<file path="src/rtl/chained_range_remap_min_top_defines.svh">
// Assertion macros for the range remapper RTL.
`ifndef CHAINED_RANGE_REMAP_MIN_TOP_DEFINES_SVH
`define CHAINED_RANGE_REMAP_MIN_TOP_DEFINES_SVH

`ifndef SYNTH
`define CRRM_ASSERT_IMP(label, clk, rst, a, b) \
  label: assert property (@(posedge clk) disable iff (rst) (a) |-> (b)) \
    else $error("%m: implication check failed");
`define CRRM_ASSERT_NXT(label, clk, rst, a, b) \
  label: assert property (@(posedge clk) disable iff (rst) (a) |=> (b)) \
    else $error("%m: next-cycle check failed");
`else
`define CRRM_ASSERT_IMP(label, clk, rst, a, b)
`define CRRM_ASSERT_NXT(label, clk, rst, a, b)
`endif

`endif

</file>
<file path="src/rtl/crrm_pkg.sv">
// Types and constants of the chained range remapper.
`timescale 1ns / 1ps
package crrm_pkg;

  localparam int STAGES  = 8;
  localparam int ENTRIES = 64;
  localparam int WORD_W  = 32;

  localparam int STG_W  = (STAGES > 1) ? $clog2(STAGES) : 1;
  localparam int SC_W   = $clog2(STAGES + 1);
  localparam int ENT_W  = (ENTRIES > 1) ? $clog2(ENTRIES) : 1;
  localparam int CNT_W  = $clog2(ENTRIES + 1);
  localparam int DEPTH  = STAGES * ENTRIES;
  localparam int ADDR_W = (DEPTH > 1) ? $clog2(DEPTH) : 1;

  localparam int SIU_W     = 4;
  localparam int STGIDX_W  = 3;
  localparam int S_TDATA_W = 136;
  localparam int M_TDATA_W = 64;

  typedef enum logic [1:0] {
    FN_CLEAR  = 2'd0,
    FN_APPEND = 2'd1,
    FN_MAP    = 2'd2,
    FN_NONE   = 2'd3
  } func_t;

  typedef enum logic [1:0] {
    ST_IDLE,
    ST_SCAN,
    ST_POST
  } state_t;

  typedef struct packed {
    logic [WORD_W-1:0] len;
    logic [WORD_W-1:0] src;
    logic [WORD_W-1:0] dest;
  } entry_t;

  typedef struct packed {
    func_t               func;
    logic [STGIDX_W-1:0] stage_index;
    logic [WORD_W-1:0]   dest_start;
    logic [WORD_W-1:0]   src_start;
    logic [WORD_W-1:0]   span_length;
    logic [WORD_W-1:0]   value_in;
  } req_t;

  typedef struct packed {
    logic [WORD_W-1:0] mapped_value;
    logic [WORD_W-1:0] running_min;
    logic              status;
  } res_t;

endpackage

</file>
<file path="src/rtl/crrm_ctrl.sv">
// Request sequencer: table fill, stage-by-stage range scan and running minimum.
`timescale 1ns / 1ps
`include "chained_range_remap_min_top_defines.svh"
module crrm_ctrl
  import crrm_pkg::*;
(
  input  logic              clk,
  input  logic              rst,
  input  logic              req_valid,
  output logic              req_ready,
  input  req_t              req,
  input  logic [SIU_W-1:0]  stages_in_use,
  output logic              res_valid,
  input  logic              res_ready,
  output res_t              res,
  output logic              mem_wr_en,
  output logic [ADDR_W-1:0] mem_wr_addr,
  output entry_t            mem_wr_data,
  output logic              mem_rd_en,
  output logic [ADDR_W-1:0] mem_rd_addr,
  input  entry_t            mem_rd_data
);

  state_t            state, state_next;
  logic [SC_W-1:0]   k, k_next;
  logic [CNT_W-1:0]  i, i_next;
  logic              pend, pend_next;
  logic [WORD_W-1:0] v, v_next;
  logic [WORD_W-1:0] least, least_next;
  res_t              res_q, res_next;
  logic [CNT_W-1:0]  cnt [STAGES];

  logic [SC_W-1:0]   use_n;
  logic [STG_W-1:0]  cidx;
  logic [CNT_W-1:0]  cnt_sel;
  logic              stage_live;
  logic              more;
  logic [WORD_W-1:0] diff;
  logic              hit;
  logic              accept;
  logic              app_ok;
  logic              cnt_inc;
  logic              cnt_clr;

  always_comb begin
    if (32'(stages_in_use) > STAGES) begin
      use_n = SC_W'(STAGES);
    end else begin
      use_n = SC_W'(stages_in_use);
    end
  end

  assign cidx       = (state == ST_IDLE) ? STG_W'(req.stage_index) : k[STG_W-1:0];
  assign cnt_sel    = cnt[cidx];
  assign stage_live = (k < use_n);
  assign more       = stage_live && (i < cnt_sel);
  assign diff       = v - mem_rd_data.src;
  assign hit        = pend && (v >= mem_rd_data.src) && (diff < mem_rd_data.len);
  assign accept     = req_valid && req_ready;
  assign app_ok     = (32'(req.stage_index) < STAGES) && (32'(cnt_sel) < ENTRIES);

  assign req_ready = (state == ST_IDLE);
  assign res_valid = (state == ST_POST);
  assign res       = res_q;

  assign mem_wr_addr = ADDR_W'(ADDR_W'(cidx) * ADDR_W'(ENTRIES) + ADDR_W'(cnt_sel));
  assign mem_wr_data = '{len: req.span_length, src: req.src_start, dest: req.dest_start};
  assign mem_rd_addr = ADDR_W'(ADDR_W'(cidx) * ADDR_W'(ENTRIES) + ADDR_W'(i[ENT_W-1:0]));

  always_comb begin
    state_next = state;
    k_next     = k;
    i_next     = i;
    pend_next  = pend;
    v_next     = v;
    least_next = least;
    res_next   = res_q;
    mem_wr_en  = 1'b0;
    mem_rd_en  = 1'b0;
    cnt_inc    = 1'b0;
    cnt_clr    = 1'b0;
    unique case (state)
      ST_IDLE: begin
        if (accept) begin
          res_next = '{mapped_value: '0, running_min: least, status: 1'b0};
          state_next = ST_POST;
          case (req.func)
            FN_CLEAR: begin
              cnt_clr    = 1'b1;
              least_next = '1;
              res_next.running_min = '1;
            end
            FN_APPEND: begin
              if (app_ok) begin
                mem_wr_en = 1'b1;
                cnt_inc   = 1'b1;
              end else begin
                res_next.status = 1'b1;
              end
            end
            FN_MAP: begin
              v_next     = req.value_in;
              k_next     = '0;
              i_next     = '0;
              pend_next  = 1'b0;
              state_next = ST_SCAN;
            end
            default: begin
            end
          endcase
        end
      end
      ST_SCAN: begin
        if (hit) begin
          v_next    = mem_rd_data.dest + diff;
          k_next    = k + 1'b1;
          i_next    = '0;
          pend_next = 1'b0;
        end else if (more) begin
          mem_rd_en = 1'b1;
          i_next    = i + 1'b1;
          pend_next = 1'b1;
        end else if (pend) begin
          pend_next = 1'b0;
        end else if (stage_live) begin
          k_next = k + 1'b1;
          i_next = '0;
        end else begin
          least_next = (v < least) ? v : least;
          res_next   = '{mapped_value: v, running_min: (v < least) ? v : least,
                         status: 1'b0};
          state_next = ST_POST;
        end
      end
      ST_POST: begin
        if (res_ready) begin
          state_next = ST_IDLE;
        end
      end
      default: begin
        state_next = ST_IDLE;
      end
    endcase
  end

  always_ff @(posedge clk) begin
    if (rst) begin
      state <= ST_IDLE;
      pend  <= 1'b0;
      least <= '1;
      for (int s = 0; s < STAGES; s++) begin
        cnt[s] <= '0;
      end
    end else begin
      state <= state_next;
      pend  <= pend_next;
      least <= least_next;
      if (cnt_clr) begin
        for (int s = 0; s < STAGES; s++) begin
          cnt[s] <= '0;
        end
      end else if (cnt_inc) begin
        cnt[cidx] <= cnt_sel + 1'b1;
      end
    end
  end

  always_ff @(posedge clk) begin
    k     <= k_next;
    i     <= i_next;
    v     <= v_next;
    res_q <= res_next;
  end

  `CRRM_ASSERT_IMP(a_pend_in_scan, clk, rst, pend, state == ST_SCAN)
  `CRRM_ASSERT_IMP(a_write_in_idle, clk, rst, mem_wr_en, state == ST_IDLE && accept)
  `CRRM_ASSERT_IMP(a_stage_bound, clk, rst, state == ST_SCAN, k <= use_n)
  `CRRM_ASSERT_NXT(a_clear_min, clk, rst, accept && req.func == FN_CLEAR, least == '1)

endmodule
</file>
<file path="config.mk">
export PLATFORM = sky130hd
export DESIGN_NAME = crrm_ctrl
export DESIGN_NICKNAME = d
export VERILOG_FILES = /design/src/rtl/crrm_pkg.sv /design/src/rtl/crrm_ctrl.sv
export VERILOG_INCLUDE_DIRS = /design/src /design/src/rtl
export SDC_FILE = /design/constraint.sdc
export NUM_CORES = 1
export LEC_CHECK = 0
export BUFFER_PORTS_ARGS = -buffer_cell sky130_fd_sc_hd__clkbuf_2
export CORE_ASPECT_RATIO = 0.7
export CORE_UTILIZATION = 58
export CTS_CLUSTER_SIZE = 12
export DETAILED_ROUTE_END_ITERATION = 10
export HOLD_SLACK_MARGIN = 0.08
export PLACE_DENSITY = 0.88
export SYNTH_ARGS = -nofsm -noshare
export SYNTH_HDL_FRONTEND = slang
export SYNTH_SLANG_ARGS = --single-unit
export TNS_END_PERCENT = 50
</file>
<file path="constraint.sdc">
create_clock -name clk -period 14.58 [get_ports clk]
set_input_delay 0.729 -clock clk [delete_from_list [all_inputs] [get_ports clk]]
set_output_delay 0.729 -clock clk [all_outputs]
set_load 0.1 [all_outputs]
</file>
# Yosys cells after proc, flatten, opt, wreduce, memory -nomap -nowiden
# Memory sizes are Yosys's and may differ from the RTL's.
# Cells that the tools add are included.
# W data, S select, Z words.
[op_classes]
addsub = 7
magnitude_cmp = 7
eq_ne = 17
n_mux = 77
n_bitwise = 8
reduce_logical = 14
[ops]
columns = ["operator", "n"]
rows = [
  ["$mux W65", 5],
  ["$mux W32", 10],
  ["$pmux W65 S2", 1],
  ["$pmux W32 S2", 2],
  ["$mux W7", 15],
  ["$lt A32 B32 Y1", 2],
  ["$add A32 B32 Y32", 1],
  ["$ge A32 B32 Y1", 1],
  ["$sub A32 B32 Y32", 1],
  ["$mux W4", 7],
  ["$mux W1", 24],
  ["$reduce_and A6 Y1", 3],
  ["$add A7 B1 Y7 const B", 2],
  ["$mux W2", 7],
  ["$pmux W7 S2", 1],
  ["$ne A2 B2 Y1 const B", 5],
  ["$add A9 B6 Y9", 1],
  ["$add A9 B7 Y9", 1],
  ["$ne A3 B3 Y1 const B", 3],
  ["$ne A4 B4 Y1 const B", 2],
  ["$or A1 B1 Y1", 8],
  ["$pmux W4 S2", 1],
  ["$lt A7 B7 Y1", 1],
  ["$lt A7 B7 Y1 const B", 1],
  ["other kinds (16)", 25],
]
[word_totals]
regBits = 143
ram_bits = 56
in_bits = 237
out_inout_bits = 183
word_cells = 140
memories = 1
[mem_list]
columns = ["name", "words", "width", "rd", "rd_clocked_by_memory_dff", "wr", "line", "source"]
rows = [
  ["cnt", 8, 7, 1, 0, 8, "crrm_ctrl.sv:31", "logic [CNT_W-1:0] cnt [STAGES];"],
]

# Longest topological paths before layout
# Gate-level depths: netlist of the first run.
# An unclocked memory read counts as a cell.
[logic_depth]
word_depth = 14
ltp_mapped = 22

# Least setup slack after synthesis of the first run
# No wires, ideal clock.
[synth_path]
path_kind = "flip-flop to output port"
from = "register state[1]"
to = "output port mem_rd_en"
arrival_ns = 6.036
required_time_ns = 13.851
slack_ns = 7.815
path_stages_with_launch = 15
n_path_buf = 2
cell_sequence = "dfxtp_1 -> buf_4 -> nor2_4 -> mux2i_1 -> buf_2 -> nand2_1 -> a21oi_1 -> a21oi_1 -> o21ai_0 -> inv_1 -> ha_1 -> and4_1 -> a2111oi_4 -> nand2_1 -> inv_1"
[synth_between]
elab_chain_len = 8
[synth_rtl]
columns = ["element", "line", "source"]
rows = [
  ["start: declaration", "crrm_ctrl.sv:24", "state_t state, state_next;"],
  ["start signal: assignment", "crrm_ctrl.sv:155", "state <= state_next;"],
  ["$logic_not A2 Y1", "n/a", ""],
  ["net req_ready", "crrm_ctrl.sv:10", "output logic req_ready,"],
  ["$mux W3", "crrm_ctrl.sv:53", "assign cidx = (state == ST_IDLE) ? STG_W'(req.stage_index) : k[STG_W-1:0];"],
  ["$mem_v2 Z8 W7", "n/a", ""],
  ["$lt A7 B7 Y1", "crrm_ctrl.sv:56", "assign more = stage_live && (i < cnt_sel);"],
  ["$logic_and A1 B1 Y1", "crrm_ctrl.sv:56", ""],
  ["$mux W1", "crrm_ctrl.sv:119", "end else if (more) begin"],
  ["$mux W1", "n/a", ""],
  ["$mux W1", "crrm_ctrl.sv:82", "unique case (state)"],
  ["end: declaration", "crrm_ctrl.sv:19", "output logic mem_rd_en,"],
]
# The timed path passes the listed nets, and every way through them passes these cells.

# Final worst setup path of the first run
[layout_path]
from = "register v[0]"
to = "output port mem_rd_en"
[layout_between]
elab_chain_len = 5
[layout_rtl]
columns = ["element", "line", "source"]
rows = [
  ["start: declaration", "crrm_ctrl.sv:28", "logic [WORD_W-1:0] v, v_next;"],
  ["start signal: assignment", "crrm_ctrl.sv:171", "v <= v_next;"],
  ["$sub A32 B32 Y32 / $ge A32 B32 Y1 (equally long branches)", "crrm_ctrl.sv:57, crrm_ctrl.sv:58", ""],
  ["$lt A32 B32 Y1 / $logic_and A1 B1 Y1 (equally long branches)", "crrm_ctrl.sv:58", "assign hit = pend && (v >= mem_rd_data.src) && (diff < mem_rd_data.len);"],
  ["$logic_and A1 B1 Y1 *", "crrm_ctrl.sv:58", ""],
  ["$mux W1 *", "n/a", ""],
  ["$mux W1 *", "crrm_ctrl.sv:82", ""],
]
# Mark *: on every way between the ends. The rest lies on a longest branch, timed or not.

==> results of run 1 <==
-- kinds of logic after synthesis --
logic type | count (synthesis) | synth area share [%]
AND/OR/NAND/NOR | 411 | 14.3
AO/OA/AOI/OAI | 392 | 19.1
buffers and inverters | 298 | 10.5
flip-flops | 199 | 38.0
adder cells (fa/ha/maj) | 141 | 12.0
XOR/XNOR | 62 | 3.77
multiplexers | 32 | 2.30
-- per-layer routing --
layer	part of all wire [%]	vias up	track usage, %
li1	-	5692	-
met3	12	80	10.5
met2	43	760	48.5
met4	3.2	4	12.3
met5	0.24	-	3.08
met1	42	5758	45.4
-- worst register-to-register path: stages, from the launching register on --
cell      delay [ns]
edfxtp_1        0.43
inv_1           0.16
ha_1            0.19
inv_1           0.06
fa_1            0.40
a21o_1          0.18
a21oi_1         0.22
nor2_1          0.11
o221ai_1        0.23
a211oi_1        0.20
a31oi_1         0.45
inv_1           0.08
a31oi_1         0.21
xnor2_1         0.22
ha_1            0.33
a21o_1          0.17
a211o_1         0.29
o211ai_1        0.09
a21oi_1         0.09
o41ai_1         0.30
o211ai_1        0.26
nor2_2          0.16
buf_4           0.42
-- power by group --
| group | switching, W | internal [W] | total [W] |
|---|---|---|---|
| combinational | 0.000476 | 0.000219 | 0.000695 |
| sequential | 0.0000271 | 0.000654 | 0.000681 |
| clock | 0.000235 | 0.000245 | 0.000480 |
| total | 0.000739 | 0.00112 | 0.00186 |
-- flip-flops by register name, summed over array words and instances, names as in the netlist --
signal  count
least      32
i           7
state       2
cnt        56
res        65
v          32
pend        1
k           4
-- layout make-up --
cell class                      instances  area, um^2
Antenna cell                            2        5.00
Clock buffer                           17         425
Clock inverter                         15         165
Fill cell                            1976        8880
Inverter                              136         513
Multi-Input combinational cell       1038        7640
Sequential cell                       199        5630
Tap cell                              325         407
Timing Repair Buffer                  236        1200
-- cells in the final DEF (no fill, tap or decap), types with 7 or more instances in the layout --
cell       instances
edfxtp_1         164
a211oi_1          16
clkbuf_2         227
mux2i_1           25
nor2_1           114
buf_4              9
a21oi_1           70
nand2_1           73
a21bo_2           28
o21a_1            20
and2_1            35
o22ai_1           29
inv_1            133
nor3_1             8
xor2_1            22
xnor2_1           39
or3_1             71
a21o_1            42
nand2b_1           8
dfxtp_1           35
o211ai_1          14
nand3_1           30
nor2b_1            8
nand4_1           19
o21ai_1            7
o21ai_0           70
clkbuf_16         17
ha_1             139
o221a_1           29
-- per-stage QoR --
stage	util [%]	cell area [um^2]	setup WS (ns)	hold slack, ns
2_1_floorplan	-	14800	7.82	0.450
3_3_place_gp	61.9	15400	8.45	0.460
3_5_place_dp	61.9	15400	8.27	0.481
4_1_cts	64.3	16000	8.06	0.491
5_1_grt	64.3	16000	7.59	0.530
6_report	64.3	16000	7.98	0.492
-- path summary, 6_finish.rpt --
check	start	to	slack [ns]	depth (start not counted)
max reg2reg	v[0]	v[14]	8.93	22
min reg2reg	pend	pend	0.49	2
max	v[0]	mem_rd_en	7.98	23
min	pend	pend	0.49	2
==> key figures, run 1 <==
Logic synthesis
  • Yosys warning count: 0
  • Syn Std Cell Area: 14800 um^2
  • Most frequent cell after synthesis: edfxtp_1
  • Ys async rst share: 0%
  • Post-synth EDFFs: 164
  • Syn Area/Cell: 9.63 um^2
  • Synth top area share: 33.3%
  • Predominant post-synthesis flop cell: edfxtp_1
  • Post-synth top area cell: edfxtp_1
  • Seq/Total Area, Yosys: 38.0%
  • Post-synthesis register bit count: 199
  • Post-synthesis instance total: 1535
  • Post-synthesis cell type count: 79
  • Top post-synthesis cells by area: edfxtp_1, ha_1, buf_4, dfxtp_1, inv_1
  • Syn_nets: between 1500 and 2000
  • Top cells by count, synth: edfxtp_1, ha_1, inv_1

Placement
  • Dpl cells: 1934
  • Routability cong.: 0.970
  • Port buffer count: around 230
  • HPWL Detailed: 33500 um

Finish
  • Final net count: 2006
  • Layout Cells excl Fill: 1968
  • Area grow syn2layout: 8.08%
  • Layout cells sized above 1: 20.0%

Job
  • Max-Cap Viols: 0

CTS
  • Post-CTS sizing: 0
  • CTS H-tree depth: 4
  • Cts hold-fix bufs: 0
  • Bufs on Longest Clock Path: 2
  • CTS Buf Count: 17
  • Postcts setup bufs: 0
  • Clk_lat worst skew: between 0.4 and 0.5 ns
  • CTS tree: built
  • CTS sink cnt: between 150 and 200
  • Clk root buf: clkbuf_16
  • Clock-pin slew on the worst setup and hold paths: approximately 0.080 ns

Power and ir drop
  • Worst VDD drop: 0.0000820 V
  • Total power: 0.00186 W
  • Pwr/cell area: 116 nW/um^2
  • Leakage Power: 7.26 nW

STA
  • Worst slew margin relative to its limit: 17.2%
  • Endpoints failing hold: 0
  • Worst-Margin Slew: 1.24 ns
  • Max frequency: 152 MHz
  • Final min period: 6.60 ns
  • Clk_skew: 0.0192 ns
  • Post-route setup TNS: 0 ns
  • RSZ-0062 raised after global routing: false
  • Crit share post-route: 45.3%
  • Max Slew Vio Count: 0
  • Setup violators final: 0

Die
  • Die width: 193 um
  • Row count: 48
  • Die ar.: 26100 um^2
  • Height of the die: 136 um
  • Ports: 420
  • Initial core utilization: between 50% and 60%
  • Core area: 24900 um^2

Setup path
  • Kind of critical path: reg -> out
  • Most frequent CP cell: inv_1
  • CP delay by family, top: compound AO/OA/AOI/OAI gates
  • CP Buf/Inv Count: 5
  • CP Launch Type: flop
  • CP max-delay cell: a31oi_1
  • Largest stage delay, worst path: 0.45 ns
  • Critical Path End Type: output port
  • Crit Path Max Fanout: 8
  • Worst Path Required: 13.85 ns
  • Critical path cell sequence: inv_1, ha_1, inv_1, fa_1, a21o_1, a21oi_1, nor2_1, o221ai_1, a211oi_1, a31oi_1, inv_1, a31oi_1, xnor2_1, ha_1, a21o_1, a211o_1, o211ai_1, a21oi_1, o41ai_1, o211ai_1, nand2_1, inv_1, clkbuf_2
  • Arr. time, crit path: between 5 and 6 ns

Routing
  • Via density: around 6.2
  • Drt drc: 19
  • Iter 0 DRT Violations: 1330
  • Final ANT Viol Nets: 0
  • WL/cell: roughly 22 um
  • DR pass1 iterations: 8
  • Vias: roughly 12000
  • WL final: 43300 um

Outcome
  • Status: finished with violations
  • Failing checks: DRC

GRT
  • First-pass GRT wire length: about 65000 um
  • Largest net degree at the start of global routing: 99
  • Number of global-route vias before repair: 11600
  • Global-route usage over all layers: 33.1%
  • Initial antenna violation count: 2
  • Global route overflow: 0

Worst hold path
  • Class of the worst hold path: reg -> reg
(Power assumes the default switching activity.)
==> run 2, diff against run 1 <==
--- a/config.mk
+++ b/config.mk
@@ -8,11 +8,11 @@
 export LEC_CHECK = 0
 export BUFFER_PORTS_ARGS = -buffer_cell sky130_fd_sc_hd__clkbuf_2
 export CORE_ASPECT_RATIO = 0.7
-export CORE_UTILIZATION = 58
+export CORE_UTILIZATION = 54
 export CTS_CLUSTER_SIZE = 12
 export DETAILED_ROUTE_END_ITERATION = 10
 export HOLD_SLACK_MARGIN = 0.08
-export PLACE_DENSITY = 0.88
+export PLACE_DENSITY = 0.82
 export SYNTH_ARGS = -nofsm -noshare
 export SYNTH_HDL_FRONTEND = slang
 export SYNTH_SLANG_ARGS = --single-unit
==> constraint.sdc (replaced) <==
create_clock -name clk -period 6.3 [get_ports clk]
set_input_delay 0.315 -clock clk [delete_from_list [all_inputs] [get_ports clk]]
set_output_delay 0.315 -clock clk [all_outputs]
set_load 0.1 [all_outputs]
==> key figures, run 2 (synthesis gave the netlist of run 1 again) <==
Die
  • Height of the die: 140 um
  • Core area: 26800 um^2
  • Ports: 420
  • Die width: 200 um
  • Initial core utilization: 55.1%
  • Die ar.: about 28000 um^2
  • Row count: 50

Finish
  • Most frequent cells in the layout: clkbuf_2, edfxtp_1, ha_1
  • Layout cells sized above 1: 20.3%
  • Largest register FFs: 65
  • Most common cell after layout, fill and taps aside: clkbuf_2
  • Fillcell total: about 2300
  • Finished Core Util: about three fifths
  • Area grow syn2layout: 8.88%
  • Final net count: 2012

Placement
  • HPWL Detailed: 35800 um
  • Port buffer count: roughly 230
  • Routability cong.: approximately 0.95

Setup path
  • CP delay by family, top: compound AO/OA/AOI/OAI gates
  • CP Launch Type: flop
  • R2R Path Start: v[0]
  • Arr. time, crit path: around 5.6 ns
  • CP Buf/Inv Count: 5
  • Largest stage delay, worst path: roughly 0.42 ns
  • Crit Path Max Fanout: 8
  • Most frequent CP cell: inv_1
  • RR Endpoint: v[3]
  • Worst Path Required: 5.98 ns
  • Critical Path End Type: output port
  • R2R depth: 23
  • CP max-delay cell: edfxtp_1
  • Critical path cell sequence: inv_1, ha_1, inv_1, fa_1, a21o_1, a21oi_1, nor2_1, o221ai_1, a211oi_1, a31oi_1, inv_1, a31oi_1, xnor2_1, ha_1, nand4_1, nor2_1, o21ai_0, a211oi_1, o41ai_1, o211ai_1, nand2_2, inv_1, buf_2
  • R2R setup slack: 0.66 ns
  • Kind of critical path: reg -> out

Routing
  • Via density: about 6.1
  • Vias: between 10000 and 15000
  • WL/cell: 22.5 um
  • DR pass1 iterations: 8
  • Drt drc: 0
  • Iter 0 DRT Violations: 1227
  • WL final: 45200 um
  • Final ANT Viol Nets: 0

CTS
  • CTS tree: built
  • Clock-pin slew on the worst setup and hold paths: 0.07 ns
  • CTS sink cnt: 199
  • Bufs on Longest Clock Path: 2
  • Clk_lat worst skew: 0.44 ns
  • CTS H-tree depth: 4
  • Clk root buf: clkbuf_16
  • CTS Buf Count: 17

Power and ir drop
  • Combinational fraction of design power: 37.2%
  • Worst VDD drop: 0.000162 V
  • Pwr/cell area: 270 nW/um^2
  • Clk network pwr share: 26.5%
  • Net switching power: between 0.0015 and 0.002 W
  • Leakage Power: between 7 and 8 nW
  • Sequential share of power: 36.3%
  • Internal power: 0.00263 W
  • Switching Fraction: 39.3%

Worst hold path
  • Class of the worst hold path: in -> reg
  • Hold Path Depth: 3
  • Worst hold start: req[27]
  • Hold EP: v[27]

Job
  • Max-Cap Viols: 0

STA
  • Setup violators final: 0
  • Worst-Margin Slew: 1.15 ns
  • Clk_skew: 0.0126 ns
  • Crit share post-route: ~93%
  • Endpoints failing hold: 0
  • Worst slew margin relative to its limit: 23.3%
  • RSZ-0062 raised after global routing: false
  • Max frequency: 170 MHz
  • Final min period: 5.88 ns
  • Post-route setup TNS: 0 ns
  • Max Slew Vio Count: 0

GRT
  • Initial antenna violation count: 1
  • Number of global-route vias before repair: ~11000
  • First-pass GRT wire length: ~67000 um
  • Largest net degree at the start of global routing: 99
  • Global route overflow: 0
  • Global-route usage over all layers: 32.1%

Outcome
  • Status: completed
-- run 2: cell count changes in the layout (fill, tap and decap cells not counted), moves of 2 or more --
| cell | previous run | this run |
|---|---|---|
| clkinv_2 | 2 | 0 |
| clkbuf_1 | 0 | 2 |
| clkinv_1 | 2 | 0 |
| buf_4 | 9 | 15 |
-- run 2: worst reg2reg max path, stage by stage (launching register included) --
cell	delay, ns
edfxtp_1	0.42
inv_1	0.14
ha_1	0.18
inv_1	0.06
fa_1	0.40
a21o_1	0.17
a21oi_1	0.22
nor2_1	0.11
o221ai_1	0.24
a211oi_1	0.21
a31oi_1	0.42
inv_1	0.08
a31oi_1	0.21
xnor2_1	0.21
ha_1	0.31
a21o_1	0.16
a211o_1	0.30
o211ai_1	0.10
a21oi_1	0.09
o41ai_1	0.32
o211ai_1	0.24
buf_4	0.20
nor2_2	0.09
buf_4	0.40
-- run 2: metrics by stage --
step | power (W) | hold WS [ns] | worst slack (ns) | std cells | cell area, um^2
after floorplan | 0.00309 | 0.450 | 0.250 | 1535 | 14800
after global placement | 0.00314 | 0.459 | 0.928 | 1976 | 15500
after detailed placement | 0.00318 | 0.461 | 0.774 | 1976 | 15500
after CTS | 0.00431 | 0.154 | 0.281 | 2008 | 16100
after global routing | 0.00453 | 0.165 | 0.0687 | 2012 | 16100
final | 0.00434 | 0.161 | 0.416 | 2012 | 16100
-- run 2: cell type report --
cell class	instances	area (um^2)	share of cell area [%]
timing repair buffer	242	1250	7.76
sequential	199	5630	34.9
clock buffer	19	433	2.69
clock inverter	13	183	1.13
antenna	1	2.50	0.0155
multi-input combinational	1038	7640	47.5
inverter	136	513	3.19
tap	364	455	2.83
-- run 2: routing by layer --
metal  global-route usage [%]  vias up  routed length (um)
li1                         -     5696                   -
met1                     45.4     5845               19600
met2                     44.9      704               18600
met3                     12.6       67                5690
met4                     8.80        2                1270
met5                     1.41        -                  50
-- run 2: worst max path at each step --
stage                   from        end  slack (ns)  depth (start not counted)
floorplan           state[1]  mem_rd_en        0.25                         15
global placement        v[0]  mem_rd_en        0.93                         23
detailed placement      v[0]  mem_rd_en        0.77                         23
CTS                     v[0]  mem_rd_en        0.28                         23
global route            v[6]  mem_rd_en        0.07                         17
finish                  v[0]  mem_rd_en        0.42                         23
-- run 2: power groups by stage --
stage	sequential [W]	clock (W)	combinational [W]
finish	0.00158	0.00115	0.00161
global route	0.00158	0.00121	0.00173
CTS	0.00157	0.00116	0.00158
detailed placement	0.00160	0	0.00157
global placement	0.00160	0	0.00154
floorplan	0.00178	0	0.00131
-- run 2: what timing repair did --
item                                    CTS  global route
hold endpoints to repair                  0             0
buffers inserted                          0             3
resized for setup                         0             2
hold buffers                              0             0
endpoints found under the setup margin    0             1
